==> src/design/fbd_pkg.sv <==
// Package for the four-button debouncer: payload structs, register map,
// and the control structs passed between the top level and the button cells.
// No dependencies.
`timescale 1ns / 1ps

package fbd_pkg;

  // Number of buttons served (1 to 4)
  localparam int NUM_BUTTONS = 4;
  // Number of id registers in the map, independent of NUM_BUTTONS
  localparam int NUM_ID_REGS = 4;

  localparam int TIMER_W = 17;
  localparam logic [TIMER_W-1:0] TIMER_MAX = '1;

  // Configuration port geometry
  localparam int CFG_ADDR_W = 5;
  localparam int CFG_DATA_W = 32;

  // Register indexes (paddr[4:2])
  localparam logic [2:0] REG_DEBOUNCE   = 3'd0;
  localparam logic [2:0] REG_ACTIVE_LOW = 3'd1;
  localparam logic [2:0] REG_BUTTON_ID0 = 3'd2;
  localparam logic [2:0] REG_BUTTON_ID1 = 3'd3;
  localparam logic [2:0] REG_BUTTON_ID2 = 3'd4;
  localparam logic [2:0] REG_BUTTON_ID3 = 3'd5;

  // Reset values
  localparam logic [15:0] DEBOUNCE_RST   = 16'd20;
  localparam logic        ACTIVE_LOW_RST = 1'b1;

  // One poll tick
  typedef struct packed {
    logic [3:0] raw_levels;
    logic [7:0] tick_ms;
  } in_item_t;

  // One button event
  typedef struct packed {
    logic [7:0] event_id;
    logic       event_down;
    logic       event_last;
  } out_item_t;

  // Settings shared by every button cell
  typedef struct packed {
    logic [15:0] debounce_ms;
    logic        active_low;
  } btn_cfg_t;

  // Event flag from one button cell for the current tick
  typedef struct packed {
    logic fire;
    logic down;
  } btn_evt_t;

endpackage

==> src/design/four_button_debouncer.sv <==
// Top level of the four-button debouncer: APB register file, button cells
// and a two-slot event batch queue feeding the result channel.
// Depends on fbd_pkg and fbd_button.
`timescale 1ns / 1ps

//  channel | signals                              | direction
//  --------+--------------------------------------+----------
//  in_     | in_valid, in_stall, in_data          | tick in
//  out_    | out_valid, out_stall, out_data       | event out
//  cfg_    | psel/penable/pwrite/paddr/pwdata/... | APB slave
//
// A tick is accepted in any cycle in which the second batch slot is free and
// updates all button state at that edge. Its events (0..4) go out one per
// cycle from the head batch slot while out_stall is low; a new tick can be
// accepted while the head batch is still draining.
// Synchronous active-low reset: all buttons released, timers zero.
// out_stall holds the head event; in_stall rises only when both slots hold.

module four_button_debouncer
  import fbd_pkg::*;
(
  input  logic                  clk,
  input  logic                  rst_n,
  input  logic                  in_valid,
  output logic                  in_stall,
  input  in_item_t              in_data,
  output logic                  out_valid,
  input  logic                  out_stall,
  output out_item_t             out_data,
  input  logic                  cfg_psel,
  input  logic                  cfg_penable,
  input  logic                  cfg_pwrite,
  input  logic [CFG_ADDR_W-1:0] cfg_paddr,
  input  logic [CFG_DATA_W-1:0] cfg_pwdata,
  output logic [CFG_DATA_W-1:0] cfg_prdata,
  output logic                  cfg_pready
);

  // ---------------- register file ----------------
  logic [15:0] debounce_r;
  logic        active_low_r;
  logic [7:0]  btn_id_r [NUM_ID_REGS];
  logic [2:0]  reg_idx;
  logic        cfg_wr;

  assign cfg_pready = 1'b1;
  assign reg_idx    = cfg_paddr[4:2];
  assign cfg_wr     = cfg_psel && cfg_penable && cfg_pwrite && cfg_pready;

  always_ff @(posedge clk) begin
    if (!rst_n) begin
      debounce_r   <= DEBOUNCE_RST;
      active_low_r <= ACTIVE_LOW_RST;
      for (int i = 0; i < NUM_ID_REGS; i++) begin
        btn_id_r[i] <= 8'(i);
      end
    end else if (cfg_wr) begin
      unique case (reg_idx)
        REG_DEBOUNCE:   debounce_r   <= cfg_pwdata[15:0];
        REG_ACTIVE_LOW: active_low_r <= cfg_pwdata[0];
        REG_BUTTON_ID0: btn_id_r[0]  <= cfg_pwdata[7:0];
        REG_BUTTON_ID1: btn_id_r[1]  <= cfg_pwdata[7:0];
        REG_BUTTON_ID2: btn_id_r[2]  <= cfg_pwdata[7:0];
        REG_BUTTON_ID3: btn_id_r[3]  <= cfg_pwdata[7:0];
        default: ;
      endcase
    end
  end

  // Read-back mux
  always_comb begin
    unique case (reg_idx)
      REG_DEBOUNCE:   cfg_prdata = {16'd0, debounce_r};
      REG_ACTIVE_LOW: cfg_prdata = {31'd0, active_low_r};
      REG_BUTTON_ID0: cfg_prdata = {24'd0, btn_id_r[0]};
      REG_BUTTON_ID1: cfg_prdata = {24'd0, btn_id_r[1]};
      REG_BUTTON_ID2: cfg_prdata = {24'd0, btn_id_r[2]};
      REG_BUTTON_ID3: cfg_prdata = {24'd0, btn_id_r[3]};
      default:        cfg_prdata = '0;
    endcase
  end

  // ---------------- button cells ----------------
  btn_cfg_t               cell_cfg;
  btn_evt_t               evt [NUM_BUTTONS];
  logic [NUM_BUTTONS-1:0] ev_mask;
  logic [NUM_BUTTONS-1:0] ev_down;
  logic                   in_fire;

  assign cell_cfg.debounce_ms = debounce_r;
  assign cell_cfg.active_low  = active_low_r;

  for (genvar g = 0; g < NUM_BUTTONS; g++) begin : g_btn
    fbd_button u_btn (
      .clk     (clk),
      .rst_n   (rst_n),
      .step    (in_fire),
      .level   (in_data.raw_levels[g]),
      .tick_ms (in_data.tick_ms),
      .cfg     (cell_cfg),
      .evt     (evt[g])
    );
    assign ev_mask[g] = evt[g].fire;
    assign ev_down[g] = evt[g].down;
  end

  // ---------------- event batch queue ----------------
  logic                   v0_r, v0_nxt, v1_r, v1_nxt;
  logic [NUM_BUTTONS-1:0] m0_r, m0_nxt, m1_r, m1_nxt;
  logic [NUM_BUTTONS-1:0] d0_r, d0_nxt, d1_r, d1_nxt;
  logic [NUM_BUTTONS-1:0] head_oh;
  logic                   head_last;
  logic                   out_fire;
  logic                   pop;
  logic                   push;

  assign in_stall  = v1_r;
  assign in_fire   = in_valid && !in_stall;
  assign out_valid = v0_r;
  assign out_fire  = out_valid && !out_stall;

  // Lowest pending button in the head batch goes first
  assign head_oh   = m0_r & (~m0_r + NUM_BUTTONS'(1));
  assign head_last = ((m0_r & ~head_oh) == '0);
  assign pop       = out_fire && head_last;
  assign push      = in_fire && (ev_mask != '0);

  always_comb begin
    v0_nxt = v0_r;
    m0_nxt = m0_r;
    d0_nxt = d0_r;
    v1_nxt = v1_r;
    m1_nxt = m1_r;
    d1_nxt = d1_r;
    // retire head event or whole batch
    if (pop) begin
      v0_nxt = v1_r;
      m0_nxt = m1_r;
      d0_nxt = d1_r;
      v1_nxt = 1'b0;
    end else if (out_fire) begin
      m0_nxt = m0_r & ~head_oh;
    end
    // new batch into first free slot
    if (push) begin
      if (!v0_nxt) begin
        v0_nxt = 1'b1;
        m0_nxt = ev_mask;
        d0_nxt = ev_down;
      end else begin
        v1_nxt = 1'b1;
        m1_nxt = ev_mask;
        d1_nxt = ev_down;
      end
    end
  end

  always_ff @(posedge clk) begin
    if (!rst_n) begin
      v0_r <= 1'b0;
      v1_r <= 1'b0;
    end else begin
      v0_r <= v0_nxt;
      v1_r <= v1_nxt;
    end
  end

  always_ff @(posedge clk) begin
    m0_r <= m0_nxt;
    d0_r <= d0_nxt;
    m1_r <= m1_nxt;
    d1_r <= d1_nxt;
  end

  // Result payload from the head slot
  always_comb begin
    out_data.event_id = '0;
    for (int i = 0; i < NUM_BUTTONS; i++) begin
      out_data.event_id = out_data.event_id | (head_oh[i] ? btn_id_r[i] : 8'd0);
    end
    out_data.event_down = |(head_oh & d0_r);
    out_data.event_last = head_last;
  end

`ifndef NO_ASSERTIONS
  // A valid head batch always has at least one event left
  a_head_nonempty: assert property (@(posedge clk) disable iff (!rst_n)
    v0_r |-> (m0_r != '0))
    else $error("head batch valid with no events");

  // The second slot is only used behind a valid head
  a_slot_order: assert property (@(posedge clk) disable iff (!rst_n)
    v1_r |-> v0_r)
    else $error("second batch slot valid with empty head");

  // A stalled event keeps the same button selected
  a_head_hold: assert property (@(posedge clk) disable iff (!rst_n)
    (out_valid && out_stall) |=> (out_valid && $stable(head_oh)))
    else $error("stalled head event changed");
`endif

endmodule

==> src/design/fbd_button.sv <==
// Debounce cell for one button: previous level, stable state and timer.
// Depends on fbd_pkg.
`timescale 1ns / 1ps

module fbd_button
  import fbd_pkg::*;
(
  input  logic     clk,
  input  logic     rst_n,
  input  logic     step,
  input  logic     level,
  input  logic [7:0] tick_ms,
  input  btn_cfg_t cfg,
  output btn_evt_t evt
);

  logic               prev_r, prev_nxt;
  logic               stable_r, stable_nxt;
  logic [TIMER_W-1:0] timer_r, timer_nxt;

  logic               down;
  logic               changed;
  logic               below;
  logic [TIMER_W:0]   t_sum;
  logic [TIMER_W-1:0] t_sat;
  logic               fire;

  // Level mapping and saturating timer add
  assign down    = level ^ cfg.active_low;
  assign changed = (down != prev_r);
  assign below   = (timer_r < TIMER_W'(cfg.debounce_ms));
  assign t_sum   = {1'b0, timer_r} + (TIMER_W+1)'(tick_ms);
  assign t_sat   = t_sum[TIMER_W] ? TIMER_MAX : t_sum[TIMER_W-1:0];
  assign fire    = step && !changed && below &&
                   (t_sat >= TIMER_W'(cfg.debounce_ms)) && (down != stable_r);

  assign evt.fire = fire;
  assign evt.down = down;

  // State update on each accepted tick
  always_comb begin
    prev_nxt   = prev_r;
    stable_nxt = stable_r;
    timer_nxt  = timer_r;
    if (step) begin
      if (changed) begin
        prev_nxt  = down;
        timer_nxt = '0;
      end else if (below) begin
        timer_nxt = t_sat;
      end
      if (fire) begin
        stable_nxt = down;
      end
    end
  end

  always_ff @(posedge clk) begin
    if (!rst_n) begin
      prev_r   <= 1'b0;
      stable_r <= 1'b0;
      timer_r  <= '0;
    end else begin
      prev_r   <= prev_nxt;
      stable_r <= stable_nxt;
      timer_r  <= timer_nxt;
    end
  end

endmodule

==> config.mk <==
export PLATFORM = sky130hd
export DESIGN_NAME = four_button_debouncer
export DESIGN_NICKNAME = d
export VERILOG_FILES = /design/src/design/fbd_pkg.sv /design/src/design/four_button_debouncer.sv /design/src/design/fbd_button.sv
export SDC_FILE = /design/constraint.sdc
export NUM_CORES = 1
export LEC_CHECK = 0
export CAP_MARGIN = 5
export CORE_MARGIN = 2
export CORE_UTILIZATION = 35
export DETAILED_ROUTE_END_ITERATION = 8
export DONT_BUFFER_PORTS = 1
export PLACE_DENSITY_LB_ADDON = 0.2
export RECOVER_POWER = 50
export SLEW_MARGIN = 40
export SYNTH_ARGS = -nofsm -noshare
export SYNTH_HDL_FRONTEND = slang
export SYNTH_SLANG_ARGS = --single-unit
==> constraint.sdc <==
create_clock -name clk -period 9.9 [get_ports clk]
set_clock_uncertainty 0.05 [all_clocks]
set_input_delay 1.98 -clock clk [delete_from_list [all_inputs] [get_ports clk]]
set_output_delay 1.98 -clock clk [all_outputs]
set_load 0.02 [all_outputs]
; Yosys cells after proc, flatten, opt, wreduce, memory -nomap -nowiden
; Memories as Yosys holds them, arrays and structs flattened.
; Cells that the tools add are included.
[totals]
latchBits = 0
n_memories = 1
inputBits = 56
ramBits = 32
romBits = 0
ff_bits = 111
wordCells = 164
[memory_table]
columns = name, words, word_bits, rd, rd_clocked_by_memory_dff, wr, line
row1 = btn_id_r, 4, 8, 4, 0, 4, four_button_debouncer.sv:42  ; logic [7:0] btn_id_r [NUM_ID_REGS];
[classes]
mux = 50
multipliers = 0
n_lt_le_gt_ge = 8
n_addsub = 5
n_reduce_logical = 51
n_eq_ne = 13
div_mod_pow = 0
n_bitwise = 16
shift = 0
[ops]
columns = cell, n
row1 = $mux W17, 12
row2 = $pmux W16 S6, 1
row3 = $add A17 B8 Y18, 4
row4 = $ge A17 B16 Y1, 4
row5 = $lt A17 B16 Y1, 4
row6 = $mux W8, 8
row7 = $reduce_and A2 Y1, 15
row8 = $mux W4, 7
row9 = $or A8 B8 Y8, 3
row10 = $logic_and A1 B1 Y1, 22
row11 = $mux W1, 22
row12 = $and A4 B4 Y4, 3
row13 = $ne A1 B1 Y1, 8
row14 = $not A4 Y4, 2
row15 = $reduce_bool A2 Y1, 4
row16 = $eq A3 B2 Y1 const B, 2
row17 = $eq A3 B3 Y1 const B, 2
row18 = $logic_not A1 Y1, 6
row19 = $add A4 B1 Y4 const B, 1
row20 = $logic_not A4 Y1, 1
row21 = $or A1 B1 Y1, 4
row22 = $reduce_bool A4 Y1, 1
row23 = $reduce_or A4 Y1, 1
row24 = $xor A1 B1 Y1, 4
row25 = other kinds (2), 2

; Logic depth before layout (Yosys ltp)
; Gate-level depths: netlist of run 1.
[depth]
ltp_word = 10
ltp_mapped = 19
depth_no_buf = 18

; By module
; From an unflattened synthesis of run 1, not the netlist that was laid out.
[hier_totals]
hier_cells = 1410
hier_area_um2 = 12097.9
[modules_own_cells]
columns = module, cells_each, n_inst, area_each_um2, seq_area_each_um2
row1 = fbd_button at g_btn[0].u_btn ..., 261, 3, 2108.3, 380.4
row2 = four_button_debouncer, 339, 1, 3450.8, 1741.7
row3 = fbd_button at g_btn[1].u_btn, 288, 1, 2322.2, 380.4

; Worst setup path after synthesis of run 1
; OpenSTA, ideal clock, no wires.
[synth_timing]
path_kind = input to register
start = in in_data[3] (netlist name)
end = reg d1_r[0], enable pin
setup_ns = 0.324
arrival_time_ns = 5.601
cell_stages = 17
slack_ns = 3.925
cell_sequence = ha_1 > a21o_1 > a21oi_1 > a21oi_1 > o31a_1 > nand3_1 > clkbuf_1 > nand2_1 > ha_1 > nand4_1 > or4_1 > o22ai_1 > o2111ai_1 > a311o_1 > inv_2 > o31ai_1 > inv_1
[synth_via]
elab_chain_len = 8
word_cells_on_any_way = 23
classes_between = add/sub: 4 / order compare: 4 / mux: 4 / reduce/logical: 11
[synth_lines]
columns = item, line
row1 = "start, declared", four_button_debouncer.sv:26  ; input in_item_t in_data,
row2 = $add A17 B8 Y18, fbd_button.sv:32  ; assign t_sum = {1'b0, timer_r} + (TIMER_W+1)'(tick_ms);
row3 = $mux W17, fbd_button.sv:33  ; assign t_sat = t_sum[TIMER_W] ? TIMER_MAX : t_sum[TIMER_W-1:0];
row4 = $ge A17 B16 Y1, fbd_button.sv:35  ; (t_sat >= TIMER_W'(cfg.debounce_ms)) && (down != stable_r);
row5 = $logic_and A1 B1 Y1, fbd_button.sv:34  ; assign fire = step && !changed && below &&
row6 = $logic_and A1 B1 Y1, fbd_button.sv:35
row7 = net g_btn[1].u_btn.fire, fbd_button.sv:26  ; logic fire;
row8 = $reduce_bool A4 Y1, four_button_debouncer.sv:126  ; assign push = in_fire && (ev_mask != '0);
row9 = $logic_and A1 B1 Y1, four_button_debouncer.sv:126
row10 = $reduce_and A2 Y1 (no source line), --
row11 = "end signal, assigned", four_button_debouncer.sv:172  ; d1_r <= d1_nxt;
row12 = "end, declared", four_button_debouncer.sv:110  ; logic [NUM_BUTTONS-1:0] d0_r, d0_nxt, d1_r, d1_nxt;
; The timed path passes the listed nets, and every way through them passes these cells.
; A chain may end at the register's enable or synchronous reset.

; Worst setup path after layout of run 1
[layout_timing]
start = in in_data[1] (netlist name)
end = reg d1_r[2], enable pin
[layout_via]
elab_chain_len = 8
word_cells_on_any_way = 23
classes_between = add/sub: 4 / order compare: 4 / mux: 4 / reduce/logical: 11
[layout_lines]
columns = item, line
row1 = $add A17 B8 Y18, fbd_button.sv:32
row2 = $mux W17, fbd_button.sv:33
row3 = $ge A17 B16 Y1, fbd_button.sv:35
row4 = $logic_and A1 B1 Y1, fbd_button.sv:34
row5 = $logic_and A1 B1 Y1, fbd_button.sv:35
row6 = net g_btn[0].u_btn.fire, fbd_button.sv:26
row7 = $reduce_bool A4 Y1, four_button_debouncer.sv:126
row8 = $logic_and A1 B1 Y1, four_button_debouncer.sv:126
row9 = $reduce_and A2 Y1 (no source line), --
; The timed path passes the listed nets, and every way through them passes these cells.

==> flow_summary.toml, run 1 <==
[sta]
timing.final.max_slew_violations = 54
report.final.hold_viol_count = 0
timing.final.crit_share_pct = 64.89
timing.fmax_ghz = 0.1557
finalCriticalPeriod_ps = 6424
grt_setup_unrepaired = "no"
slew_headroom_pct = -89.30
timing.setup.tns_ps = 0
tightestPinTransition_ps = 2839
setup_violations = 0

[critical_path]
worst-endpoint-required_ps = 9990
timing.setup.critical_path_class = "input port to flip-flop"
crit_path_capture_type = "flip-flop"
crit_fanout = 10
critical_path_arrival_ps = 6510
critPathLaunchType = "input port"

[place]
dpl.cell_count = 1757
port-buffer-count = 0
placed_cell_area_um2 = 11800
dp_hpwl_mm = 23.72
gp_congestion = 0.8620

[synthesis]
yosys.area.top_type = "dfxtp_1"
ys_seq_area_share_pct = 28.72
synthDominantCellAreaShare_pct = 18.15
post_synth_num_cell_types = 88
synth_area_per_cell_um2 = 8.374
synthesis.yosys.warnings = 0
flop_and_latch_count_out_of_synthesis = 143
synth_instances = 1357
post_synthesis_async_set_or_reset_flop_share_pct = 0
synth_enable_flop_cells = 40
synth_area_leaders = "dfxtp_1, ha_1, edfxtp_1"
yosys_most_used_dff = "dfxtp_1"
synth_area_um2 = 11360

[cts]
clock_insertion_delay_worst_skew_ps = 440
cts_resized = 0
holdBufCountCts = 0
tritoncts.num_buffers = 17
clockRootBuffer = "clkbuf_16"
setup_buffers_after_cts = 0
cts_tree = "built"
clock_slew_at_reported_path_ffs_ps = 70
ctsHtreeMaxLevel = 4
cts.sinks = 143
cts_buffer_depth = 2

[floorplanning]
initial_utilization_pct = 35.73
dieArea_um2 = 33920
num_io_pins = 101
die_extent_in_x_um = 184.2
floorplan.core_area_um2 = 31800
std_cell_rows = 65
die_height_um = 184.2

[global_route]
grt_antenna_before_repair = 0
grt_max_degree = 54
grt_pass1_vias = 9108
grt.overflow.total = 0
track_usage_pct = 19.89
global_route_wire_length_before_repair_mm = 51.90

[detailed_routing]
post-route-drc-count = 0
postRouteWirelength_mm = 33.07
dr.pass1.iters = 7
drt_iter0_markers = 701
dr_wl_met2_mm = 14.78
met1_length_mm = 15.94
route.antenna.remaining_nets = 0
routed-via-count = 9805
viasPerCell = 5.481
dr_wl_met3_mm = 1.603
routed_wirelength_normalized_by_instance_count_um = 18.48
top_layer_used = "met4"

[outcome]
violations = "max-capacitance violations, max-slew violations"
run_status = "finished with violations"

[finish]
num-nets-final = 1557
drive_gt1_share_pct = 5.465
syn_to_final_growth_pct = 8.468
final_cells = 1789
antennaDiodeCount = 0
design_area_um2 = 12330

[pwr]
p_int_w = 0.001230
power.net_switching_w = 0.0007667
p_leak_nw = 5.188
power_density_nw_per_um2 = 162.0
netSwitchingFraction_pct = 38.39
pwr-share-seq_pct = 35.9
p_clk_share_pct = 34.0
design_power_total_w = 0.001997
p_comb_share_pct = 30.1
ir_drop_mv = 0.1209

[min_path]
hold_path_class = "flip-flop to flip-flop"

[job]
cap_violations = 1
[through the flow]
| step | hold WS, ps | util (%) | setup slack, ps |
|---|---|---|---|
| 6_report | 418.5 | 38.76 | 3476 |
| 2_1_floorplan | 394.7 | - | 3925 |
| 5_1_grt | 437.6 | 38.76 | 3033 |
| 3_5_place_dp | 409.2 | 37.10 | 3119 |
| 3_3_place_gp | 405.7 | 36.97 | 3111 |
| 4_1_cts | 419.9 | 39.01 | 3524 |
[cells in the final DEF, fill, tap and decap left out, types with 27 or more instances in the layout]
cell type and count:
o21ai_0 61, a22oi_1 57, nor2_1 131, xnor2_1 28, ha_1 156, nand2_1 156
dfxtp_1 101, nand3_1 27, a21o_1 34, a21oi_1 134, edfxtp_1 40, inv_1 34
[cells by family (layout without fill, tap and decap cells)]
kind of cell	count (synthesis)	after routing	share of synthesized area, %
buffers and inverters	103	85	4.261
flip-flops	143	143	28.72
adder cells (fa/ha/maj)	161	161	17.97
XOR/XNOR	50	50	4.151
other	2	17	0.06609
multiplexers	15	15	1.343
AND/OR/NAND/NOR	476	476	20.12
AO/OA/AOI/OAI	407	407	23.38
[power by group through the flow]
| stage | Clock [W] | Sequential, W | Combinational (W) |
|---|---|---|---|
| global placement | 0 | 0.000729 | 0.000584 |
| detailed placement | 0 | 0.000730 | 0.000597 |
| floorplan | 0 | 0.000689 | 0.000505 |
| global route | 0.000714 | 0.000727 | 0.000674 |
| finish | 0.000679 | 0.000718 | 0.000600 |
| CTS | 0.000692 | 0.000717 | 0.000601 |
[routing by layer]
layer,global-route usage (%),vias to the layer above
met4,6.144,0
li1,-,4926
met1,27.35,4588
met2,31.94,247
met5,0,-
met3,3.181,44
[layout make-up]
cell class	instances	area (µm²)
Inverter	35	131.4
Multi-Input combinational cell	1126	7672
Clock buffer	17	425.4
Sequential cell	143	3266
Fill cell	3246	19470
Clock inverter	15	181.4
Tap cell	435	544.3
Timing Repair Buffer	18	105.1
[synth_stat cells (all sizes together) (18+ instances only)]
cell type,instances
nand2,157
ha,156
a21oi,135
nor2,132
dfxtp,103
o21ai,69
a22oi,57
and2,46
clkbuf,44
edfxtp,40
a21o,35
inv,35
xnor2,29
nand3,27
buf,24
nor2b,22
xor2,21
a31oi,19
nand4,18
[worst paths after layout]
path	from	to	slack, ps	depth (start not counted)
min	debounce_r[14]	debounce_r[14]	420	2
max	in_data[1]	d1_r[2]	3480	16
max reg2reg	g_btn[0].u_btn.timer_r[1]	d1_r[2]	4620	16
min reg2reg	debounce_r[14]	debounce_r[14]	420	2
[state kept, by name, indices dropped and copies added, names as in the netlist, 4 cells and up]
name / flops
m0_r: 4
g_btn.u_btn.stable_r: 4
btn_id_r: 32
g_btn.u_btn.prev_r: 4
d1_r: 4
g_btn.u_btn.timer_r: 68
m1_r: 4
d0_r: 4
debounce_r: 16
[worst max-delay path, cell delays in order]
cell	delay (ps)
ha_1	270
a21oi_1	230
o211ai_1	210
a31oi_1	580
or2_2	380
nand2_1	110
ha_1	300
a21o_1	160
a21oi_1	150
o21ai_1	90
a2111oi_0	410
o21ai_0	260
o311ai_4	500
inv_1	190
o31ai_1	420
inv_1	260
No activity file was read; power rests on OpenSTA's default activity.
==> run 2, diff against run 1 <==
- clock period: 9.9 -> 6.03 ns (I/O delays scaled with it)
==> flow_summary.toml, run 2 (synthesis gave the netlist of run 1 again) <==
[global_route]
grt_pass1_vias = 9217
global_route_wire_length_before_repair_mm = 52.79
grt_antenna_before_repair = 0
track_usage_pct = 20.12
grt_max_degree = 54
grt.overflow.total = 0

[pwr]
p_leak_nw = 5.228
power_density_nw_per_um2 = 265.8
ir_drop_mv = 0.1977

[sta]
timing.final.crit_share_pct = 87.91
finalCriticalPeriod_ps = 5301
timing.fmax_ghz = 0.1886
setup_violations = 0
timing.final.max_slew_violations = 54
timing.setup.tns_ps = 0
grt_setup_unrepaired = "no"
report.final.hold_viol_count = 0
slew_headroom_pct = -83.81
tightestPinTransition_ps = 2757

[cts]
cts_tree = "built"
cts_buffer_depth = 2
setup_buffers_after_cts = 0
ctsHtreeMaxLevel = 4
clockRootBuffer = "clkbuf_16"
holdBufCountCts = 0
cts_resized = 0
clock_insertion_delay_worst_skew_ps = 440
cts.sinks = 143
tritoncts.num_buffers = 17
clock_slew_at_reported_path_ffs_ps = 80

[min_path]
hold_path_class = "flip-flop to flip-flop"
timing.hold.worst_path_depth = 2

[finish]
util_after_layout_pct = 39.00
drive_gt1_share_pct = 6.016
layout_common_cells = "nand2_1, ha_1, a21oi_1, nor2_1, dfxtp_1"
largest_register_ffs = 68
syn_to_final_growth_pct = 9.128
top_regs = "g_btn.u_btn.timer_r: 68 flops, btn_id_r: 32 flops, debounce_r: 16 flops"
most_flops_register = "g_btn.u_btn.timer_r"
num-nets-final = 1566
antennaDiodeCount = 0

[detailed_routing]
post-route-drc-count = 0
viasPerCell = 5.487
route.antenna.remaining_nets = 0
drt_iter0_markers = 589
postRouteWirelength_mm = 33.23
routed_wirelength_normalized_by_instance_count_um = 18.48
dr.pass1.iters = 5
routed-via-count = 9865

[place]
dp_hpwl_mm = 23.96
gp_congestion = 0.8294
port-buffer-count = 0

[critical_path]
timing.setup.critical_path_class = "input port to flip-flop"
register_to_register_path_depth = 16
crit_fanout = 8
crit_path_capture_type = "flip-flop"
worst-endpoint-required_ps = 6130
critPathLaunchType = "input port"
critical_path_arrival_ps = 5400

[floorplanning]
dieArea_um2 = 33920
floorplan.core_area_um2 = 31800
std_cell_rows = 65
num_io_pins = 101
die_extent_in_x_um = 184.2
die_height_um = 184.2
initial_utilization_pct = 35.73

[outcome]
violations = "max-capacitance violations, max-slew violations"
run_status = "finished with violations"

[job]
cap_violations = 1
run 2: changes by cell type in the layout (fill, tap and decap cells not counted):
cell and delta:
buf_6 -1, inv_12 -1, a21oi_2 +1, o21ai_1 -1
dfxtp_1 +1, inv_8 -4, clkinv_8 +5, a21oi_4 -1
buf_4 +10, dfxtp_2 -1, o21ai_0 +1
run 2: layout make-up:
type	count	area [µm²]
Clock buffer	17	425.4
Clock inverter	15	201.4
Fill cell	3209	19400
Inverter	35	131.4
Multi-Input combinational cell	1126	7665
Sequential cell	143	3264
Tap cell	435	544.3
Timing Repair Buffer	27	168.9
run 2: final timing paths:
check                                                from  slack (ps)              to
worst max-delay path                           in_data[3]         730         m1_r[3]
worst min-delay path                       debounce_r[12]         420  debounce_r[12]
worst max register to register  g_btn[3].u_btn.timer_r[3]        1150         m1_r[3]
worst min register to register             debounce_r[12]         420  debounce_r[12]
run 2: per-layer routing:
metal | vias to the layer above | share of wire, % | track usage (%) | wire length [µm]
li1 | 4937 | - | - | -
met1 | 4692 | 48 | 28.15 | 16030
met2 | 210 | 46 | 32.75 | 15280
met3 | 26 | 4.6 | 2.865 | 1532
met4 | 0 | 1.2 | 4.544 | 389
met5 | - | 0 | 0 | 0
run 2: through the flow:
stage / hold slack [ps] / cells / area, µm² / setup WS [ps] / total power [W]
final: 421.3 / 1798 / 12400 / 729.0 / 0.003296
after global routing: 442.6 / 1798 / 12400 / 350.5 / 0.003499
after CTS: 420.3 / 1798 / 12480 / 773.1 / 0.003325
after detailed placement: 409.5 / 1766 / 11850 / 361.8 / 0.002191
after global placement: 404.4 / 1766 / 11840 / 352.2 / 0.002174
after floorplan: 394.7 / 1372 / 11420 / 829.0 / 0.001959
run 2: critical path: stages:
cell	delay (ps)
ha_1	330
a21o_1	210
a21oi_1	260
a21oi_2	120
or2_2	370
and4_2	260
o21ai_0	220
ha_1	280
nand2_1	70
o21ai_0	120
a2111oi_0	530
a21oi_1	200
a2111oi_4	500
o32ai_1	160
o31ai_1	290
inv_1	250
run 2: power by group:
part	internal (W)	leakage [nW]	switching [W]
clock network	0.000571	0.302	0.000557
logic	0.000391	3.71	0.000599
registers	0.00107	1.21	0.000112
==> run 3, diff against run 2 <==
- SYNTH_HIERARCHICAL: not set -> 1
==> flow_summary.toml, run 3 <==
[outcome]
run_status = "finished with violations"
violations = "max-capacitance violations, max-slew violations"

[synthesis]
synth_area_leaders = "dfxtp_1, ha_1, edfxtp_1"
yosys_most_used_dff = "dfxtp_1"
leading_cell_types_by_count_after_synthesis = "ha_1, nand2_1, a21oi_1, dfxtp_1, nor2_1"
synth_enable_flop_cells = 40
synthDominantCellAreaShare_pct = 17.04
post_synthesis_async_set_or_reset_flop_share_pct = 0
post_synth_num_cell_types = 83
yosys.area.top_type = "dfxtp_1"
cell_with_the_most_instances_after_synthesis = "ha_1"
synth_area_per_cell_um2 = 8.580
synth_area_um2 = 12100
ys_seq_area_share_pct = 26.97
synth_instances = 1410
flop_and_latch_count_out_of_synthesis = 143
synthesis.yosys.warnings = 6

[place]
dp_hpwl_mm = 26.49
gp_congestion = 0.8321
port-buffer-count = 0

[floorplanning]
floorplan.core_area_um2 = 34290
die_height_um = 189.9
die_extent_in_x_um = 189.9
dieArea_um2 = 36070
std_cell_rows = 68
num_io_pins = 101
initial_utilization_pct = 35.28

[global_route]
grt_antenna_before_repair = 1
global_route_wire_length_before_repair_mm = 56.54
grt.overflow.total = 0
track_usage_pct = 20.23
grt_max_degree = 46
grt_pass1_vias = 9926

[sta]
timing.final.max_slew_violations = 17
timing.setup.tns_ps = 0
timing.fmax_ghz = 0.1932
timing.final.crit_share_pct = 85.82
report.final.hold_viol_count = 0
setup_violations = 0
slew_headroom_pct = -12.32
finalCriticalPeriod_ps = 5175
grt_setup_unrepaired = "no"
tightestPinTransition_ps = 1672

[critical_path]
crit_path_capture_type = "flip-flop"
critical_path_arrival_ps = 5440
register_to_register_path_depth = 17
critPathLaunchType = "input port"
worst-endpoint-required_ps = 6290
timing.setup.critical_path_class = "input port to flip-flop"
crit_fanout = 11

[detailed_routing]
drt_iter0_markers = 744
route.antenna.remaining_nets = 0
postRouteWirelength_mm = 36.12
routed-via-count = 10487
post-route-drc-count = 0
routed_wirelength_normalized_by_instance_count_um = 19.55
viasPerCell = 5.675
dr.pass1.iters = 5

[cts]
setup_buffers_after_cts = 0
clock_insertion_delay_worst_skew_ps = 430
cts_buffer_depth = 2
clockRootBuffer = "clkbuf_16"
cts_resized = 0
holdBufCountCts = 0
ctsHtreeMaxLevel = 4
cts.sinks = 143
tritoncts.num_buffers = 17
cts_tree = "built"
clock_slew_at_reported_path_ffs_ps = 60

[pwr]
power_density_nw_per_um2 = 235.8
ir_drop_mv = 0.1743
design_power_total_w = 0.003046
p_leak_nw = 5.311

[min_path]
timing.hold.worst_path_depth = 2
hold_path_class = "flip-flop to flip-flop"

[finish]
syn_to_final_growth_pct = 6.774
num-nets-final = 1595
top_regs = "g_btn.u_btn/timer_r: 68 flops, btn_id_r: 32 flops, debounce_r: 16 flops"
largest_register_ffs = 68
drive_gt1_share_pct = 7.471
layout_commonest_cell = "ha_1"
layout_common_cells = "ha_1, nand2_1, a21oi_1, dfxtp_1, nor2_1"
most_flops_register = "g_btn.u_btn/timer_r"
util_after_layout_pct = 37.67

[job]
cap_violations = 1
## run 3: cell types whose count changed after synthesis, moves of 10 or more
| cell | delta |
|---|---|
| nand3_1 | +15 |
| nand2_1 | -16 |
| inv_1 | +52 |
| nor2_1 | -44 |
| nand4_1 | +10 |
| o21ai_0 | -16 |
| buf_4 | +10 |
| and4_1 | +13 |
| a32oi_1 | +36 |
| a21oi_1 | -15 |
| mux2_2 | +10 |
| clkbuf_1 | -15 |
| buf_2 | +16 |
| a22oi_1 | -43 |
## run 3: worst max-delay path, cell delays in order
cell	delay (ps)
ha_1	350
nand3_1	110
o211ai_2	270
a22o_1	440
nand2_1	410
and4_1	360
nor2_1	120
ha_1	260
o21a_1	100
o21ai_0	180
a21oi_1	60
a2111o_1	450
and3_1	300
o41ai_2	260
buf_4	190
a21oi_4	70
mux2_2	300
## run 3: path summary, 6_finish.rpt
path	slack [ps]	start	to
hold / removal	430	g_btn[1].u_btn/timer_r[0]	g_btn[1].u_btn/timer_r[0]
setup / recovery	850	in_data[4]	m0_r[1]
setup reg to reg	1270	g_btn[2].u_btn/timer_r[4]	m0_r[1]
hold reg to reg	430	g_btn[1].u_btn/timer_r[0]	g_btn[1].u_btn/timer_r[0]
## run 3: logic make-up (layout without fill, tap and decap cells)
family / after synthesis / after routing / synth area share [%]
compound gates: 411 / 411 / 24.42
flops: 143 / 143 / 26.97
mux: 22 / 22 / 2.006
buf+inv: 171 / 138 / 6.733
other cells: 2 / 18 / 0.06208
simple gates: 472 / 472 / 20.91
fa+ha+maj: 160 / 160 / 16.80
xor+xnor: 29 / 29 / 2.099
## run 3: final cells by class
class	count	area [µm²]
Multi-Input combinational cell	1111	8053
Inverter	88	330.3
Sequential cell	143	3264
Antenna cell	1	2.502
Timing Repair Buffer	18	112.6
Clock buffer	17	425.4
Tap cell	455	569.3
Clock inverter	15	160.2
Fill cell	3490	21370
## run 3: metrics by stage
| stage | hold WS (ps) | worst slack [ps] | cell area (µm²) | instances |
|---|---|---|---|---|
| finish | 433.5 | 854.8 | 12920 | 1848 |
| global route | 457.1 | 487.0 | 12910 | 1847 |
| CTS | 433.0 | 863.9 | 12970 | 1847 |
| detailed placement | 425.6 | 430.0 | 12390 | 1815 |
| global placement | 418.5 | 420.1 | 12350 | 1811 |
| floorplan | 397.8 | 629.5 | 12150 | 1425 |
## run 3: layer usage
| layer | part of all wire [%] | vias to the layer above | global-route usage, % |
|---|---|---|---|
| li1 | - | 5166 | - |
| met1 | 46 | 5019 | 27.01 |
| met2 | 47 | 254 | 32.72 |
| met3 | 4.3 | 48 | 2.951 |
| met4 | 3.0 | 0 | 8.289 |
| met5 | 0 | - | 0 |
## run 3: report_power, final
| group | internal, W | switching (W) |
|---|---|---|
| Clock | 0.000591 | 0.000491 |
| Combinational | 0.000322 | 0.000520 |
| Sequential | 0.00104 | 0.0000762 |
| Total | 0.00196 | 0.00109 |
